**src/rtl/cpcr_pkg.sv**
```systemverilog
// ----------------------------------------------------------------------------
// cpcr_pkg
// Shared widths, pipeline stage positions, register indexes and the side-band
// record for the circle pair collision resolver.
// ----------------------------------------------------------------------------
package cpcr_pkg;

  // fixed point format
  localparam int FracBits   = 24;
  localparam int PosW       = 26;
  localparam int RadW       = 24;
  localparam int RestW      = 17;
  localparam int MdsqW      = 32;
  localparam int CfgIdxW    = 1;
  localparam int CfgDataW   = 32;

  // derived arithmetic widths
  localparam int RsW        = RadW + 1;
  localparam int AbsW       = PosW;
  localparam int SqW        = 2 * AbsW;
  localparam int DsqW       = SqW + 1;
  localparam int RsqW       = 2 * RsW;
  localparam int FloorShift = 2 * FracBits - MdsqW;

  // square root unit
  localparam int RootW      = RsW;
  localparam int SqrtInW    = 2 * RootW;
  localparam int SqrtRemW   = SqrtInW + 2;

  // divider unit: quotient never exceeds a radius under the overlap condition
  localparam int DivQW      = RadW;
  localparam int DivDenW    = RsW;
  localparam int DivNumW    = 50;
  localparam int ScaleW     = RadW;

  // saturation bounds
  localparam logic [PosW-1:0] PosMax = {1'b0, {(PosW-1){1'b1}}};
  localparam logic [PosW-1:0] PosMin = {1'b1, {(PosW-1){1'b0}}};

  // register reset values
  localparam logic [RestW-1:0] RestReset = RestW'(52429);
  localparam logic [MdsqW-1:0] MdsqReset = MdsqW'(429497);

  // stage positions along the pipeline
  localparam int StIn    = 1;
  localparam int StSq    = 2;
  localparam int StDsq   = 3;
  localparam int StPen   = StDsq + RootW + 1;
  localparam int StProd  = StPen + 1;
  localparam int StScale = StProd + DivQW + 1;
  localparam int StMul   = StScale + 1;
  localparam int StOut   = StMul + DivQW + 1;

  typedef enum logic [CfgIdxW-1:0] {
    CfgRestitution = 1'b0,
    CfgMinDistSq   = 1'b1
  } cfg_idx_e;

  // data that rides alongside the arithmetic
  typedef struct packed {
    logic [PosW-1:0]  ax;
    logic [PosW-1:0]  ay;
    logic [PosW-1:0]  bx;
    logic [PosW-1:0]  by;
    logic [RadW-1:0]  ra;
    logic [RadW-1:0]  rb;
    logic [RsW-1:0]   rs;
    logic [AbsW-1:0]  adx;
    logic [AbsW-1:0]  ady;
    logic             sx;
    logic             sy;
    logic             hit;
    logic [RootW-1:0] span;
  } side_t;

endpackage

```
**src/rtl/cpcr_sqrt_pipe.sv**
```systemverilog
// ----------------------------------------------------------------------------
// cpcr_sqrt_pipe
// Integer square root, one result bit per register stage, fully pipelined.
// ----------------------------------------------------------------------------
module cpcr_sqrt_pipe (
  input  logic                             clk_i,
  input  logic                             en_i,
  input  logic [cpcr_pkg::SqrtInW-1:0]     rad_i,
  output logic [cpcr_pkg::RootW-1:0]       root_o
);

  logic [cpcr_pkg::SqrtRemW-1:0] rem_q   [1:cpcr_pkg::RootW];
  logic [cpcr_pkg::RootW-1:0]    root_q  [1:cpcr_pkg::RootW];
  logic [cpcr_pkg::SqrtRemW-1:0] rem_in  [1:cpcr_pkg::RootW];
  logic [cpcr_pkg::RootW-1:0]    root_in [1:cpcr_pkg::RootW];

  // feed the first stage from the radicand
  assign rem_in[1]  = cpcr_pkg::SqrtRemW'(rad_i);
  assign root_in[1] = '0;

  for (genvar j = 2; j <= cpcr_pkg::RootW; j++) begin : g_link
    assign rem_in[j]  = rem_q[j-1];
    assign root_in[j] = root_q[j-1];
  end

  // each stage tries to set one root bit, most significant first
  for (genvar j = 1; j <= cpcr_pkg::RootW; j++) begin : g_stage
    localparam int Bit = cpcr_pkg::RootW - j;
    logic [cpcr_pkg::SqrtRemW-1:0] trial;

    assign trial = (cpcr_pkg::SqrtRemW'(root_in[j]) << (Bit + 1))
                 | (cpcr_pkg::SqrtRemW'(1) << (2 * Bit));

    always_ff @(posedge clk_i) begin
      if (en_i) begin
        if (rem_in[j] >= trial) begin
          rem_q[j]  <= rem_in[j] - trial;
          root_q[j] <= root_in[j] | (cpcr_pkg::RootW'(1) << Bit);
        end else begin
          rem_q[j]  <= rem_in[j];
          root_q[j] <= root_in[j];
        end
      end
    end
  end

  assign root_o = root_q[cpcr_pkg::RootW];

endmodule

```
**config.mk**
```make
export PLATFORM = sky130hd
export DESIGN_NAME = cpcr_sqrt_pipe
export DESIGN_NICKNAME = d
export VERILOG_FILES = /design/src/rtl/cpcr_pkg.sv /design/src/rtl/cpcr_sqrt_pipe.sv
export SDC_FILE = /design/constraint.sdc
export NUM_CORES = 2
export LEC_CHECK = 0
export ABC_CLOCK_PERIOD_IN_PS = 5140
export BUFFER_PORTS_ARGS = -buffer_cell sky130_fd_sc_hd__buf_2
export CAP_MARGIN = 20
export CELL_PAD_IN_SITES_DETAIL_PLACEMENT = 1
export CELL_PAD_IN_SITES_GLOBAL_PLACEMENT = 2
export CORE_MARGIN = 2
export CORE_UTILIZATION = 49
export CTS_CLUSTER_SIZE = 30
export DETAILED_ROUTE_END_ITERATION = 10
export PLACE_DENSITY = 0.83
export SETUP_SLACK_MARGIN = 0.02
export SLEW_MARGIN = 20
export SYNTH_ARGS = -nofsm -noshare
export SYNTH_HDL_FRONTEND = slang
export SYNTH_SLANG_ARGS = --single-unit
```
**constraint.sdc**
```tcl
create_clock -name clk_i -period 5.14 [get_ports clk_i]
set_input_delay 0.257 -clock clk_i [delete_from_list [all_inputs] [get_ports clk_i]]
set_output_delay 0.257 -clock clk_i [all_outputs]
set_load 0.01 [all_outputs]
```
==> results.ini <==
[outcome]
status = finished clean

[job]
drv_cap = 0

[critical_path]
start_kind = register
r2r_start = root_q[0][499]$_DFFE_PP_
end_kind = register
arrival_ns = 4.86
crit_required_ns = 5.65
path_max_fanout = 43
crit_start = root_q[0][499]$_DFFE_PP_
critPathKind = register to register

[sta]
period_needed_ns = 4.352
rsz0062_at_grt = no
max_slew.worst_pin.slew_ns = 1.092
max_slew_margin_pct = 26.74
final-max-slew-violation-count = 0
hold_ws_ns = 0.1106
max_freq_ghz = 0.2298
setup_viol = 0
finalHoldViolCount = 0
fin_tns_setup_ns = 0
clock_skew_ns = 0.08900
post-route-period-util_pct = 84.66

[power_and_ir_drop]
swShare_pct = 29.61
pwr-share-clk_pct = 33.8
cellLeakagePower_uw = 0.03134
max-vdd-ir-drop_mv = 0.3938
pwr-share-comb_pct = 18.0
p_per_area_nw_per_um2 = 425.5
power.internal_uw = 25440
power.switching_uw = 10700
pwr-share-seq_pct = 48.2

[floorplan]
initial_core_util_pct = 49.30
rows = 144
fp.dieW_um = 397.7
die_area_sq_um = 158200
ios = 77
die_h_um = 397.7
core_area_sq_um = 154000

[placement]
io_buffers = 76
gp_congestion = 0.9267
dpl.hpwl_um = 157000
placedInstanceArea_sq_um = 78860

[clocking]
cts_buffer_depth = 3
cts_setup_buffers = 0
clock-sinks = 1572
cts_buffers = 169
cts_tree = built
path_clk_slew_ns = 0.07
cts_resized = 0
clock_latency_ns = 0.86
hold_buffers = 52
htreeDepth = 4
cts-root-buf = clkbuf_16

[yosys]
synth_area_sq_um = 75950
ys_async_sr_fraction_pct = 0
synth_top_flop_cell = edfxtp_1
ys_seq_elements = 1572
synth_edf_count = 1572
netlist_instances = 6075
ys.warnings.count = 0
ys_types = 89
synth_area_per_cell_sq_um = 12.50
syn_nets = 6475
ys_seq_area_share_pct = 62.15

[cells_and_area]
area_growth_pct = 11.82
seqCellArea_sq_um = 47210
final_common_cell = edfxtp_1
final_cell_mix = 1572 x edfxtp_1, 437 x nand2_1, 425 x inv_1
fillers = 15532
drive_above_1_share_pct = 7.095
final_nets = 6686
fin_area_sq_um = 84930
multi_input_area_sq_um = 26680
post-route-util_pct = 55.13
n_antenna_cell = 0

[route]
antenna_left = 0
vias_per_cell = 5.907
drc = 0
wl_um = 212700
vias = 49953
wl_per_cell_um = 25.15
first_pass_iters = 6
drtIter0Drc = 4141

[grt]
grt_usage_pct = 26.87
antenna_found_initial = 3
first_global_vias = 51366
grt_start_max_net_pins = 169
grt_pass1_wl_um = 322400
overflow = 0

[worst_hold_path]
hold_path_class = input pin to register
hp-start = rad_i[32]

## logic make-up after synthesis
group	share of synthesized area (%)
DFF	62.15
xor gates and xnor gates	6.481
muxes	0.5650
adders and majority gates	5.733
buffers and inverters	2.814
and+or+nand+nor	12.82
AOI/OAI and AO/OA	9.439
## state kept, by name, indices dropped and copies added (netlist names)
signal / count
root_q: 325
rem_q: 1247
## per-stage QoR
stage / instances / total power [uW] / setup slack, ns
floorplan: 6075 / 21580 / 1.747
global placement: 8107 / 23830 / 0.3498
detailed placement: 8107 / 23990 / 0.6174
CTS: 8457 / 36300 / 0.6151
global route: 8457 / 37660 / 0.6145
finish: 8457 / 36140 / 0.7882
## routing by layer
layer	track usage, %	vias up	share of wire, %
met5	0	-	0.0061
met4	7.941	2	2.9
met3	3.649	309	4.6
met2	45.46	1216	49
met1	36.13	25205	43
li1	-	23221	-
## synthesized netlist by cell type (106+ instances only)
library cell / n / share of area, %
nor3_1: 190 / 1.3
a21oi_1: 310 / 2.0
clkbuf_1: 109 / 0.54
xor2_1: 295 / 3.4
nor4_1: 225 / 1.9
a21o_1: 106 / 1.0
inv_1: 425 / 2.1
edfxtp_1: 1572 / 62
xnor2_1: 267 / 3.1
nor2_1: 331 / 1.6
ha_1: 348 / 5.7
o21ai_0: 335 / 2.2
nand2_1: 438 / 2.2
## power groups by stage
stage	Combinational (uW)	Clock (uW)	Sequential, uW
after floorplan	4650	0	16900
final	6490	12200	17400
after CTS	6470	12400	17400
after global routing	7180	12900	17600
after detailed placement	6350	0	17600
after global placement	6230	0	17600
## path summary, 6_finish.rpt
check	endpoint	slack (ns)	depth (start not counted)
hold / removal	rem_q[0][84]$_DFFE_PP_	0.11	2
setup reg to reg	rem_q[0][1084]$_DFFE_PP_	0.79	10
setup / recovery	rem_q[0][1084]$_DFFE_PP_	0.79	10
hold reg to reg	rem_q[0][338]$_DFFE_PP_	0.41	0
## cell type report
cell class | count | share of cell area [%]
clock buffers | 214 | 5.178
clock inverters | 84 | 1.344
inverters | 426 | 1.883
multi-input cells | 3942 | 31.42
flip-flops and latches | 1572 | 55.58
well taps | 2044 | 3.011
repair buffers | 175 | 1.582
## worst max-delay path: stages, from the launching register on
cell and delay (ns):
edfxtp_1 0.43, inv_1 0.07, ha_1 0.38, nand4b_1 0.27, nor2_1 0.56, nand3_1 0.41
o311ai_0 0.82, nor4b_4 0.14, buf_4 0.32, a2111oi_0 0.54, xor2_1 0.13
(Power assumes the default switching activity.)
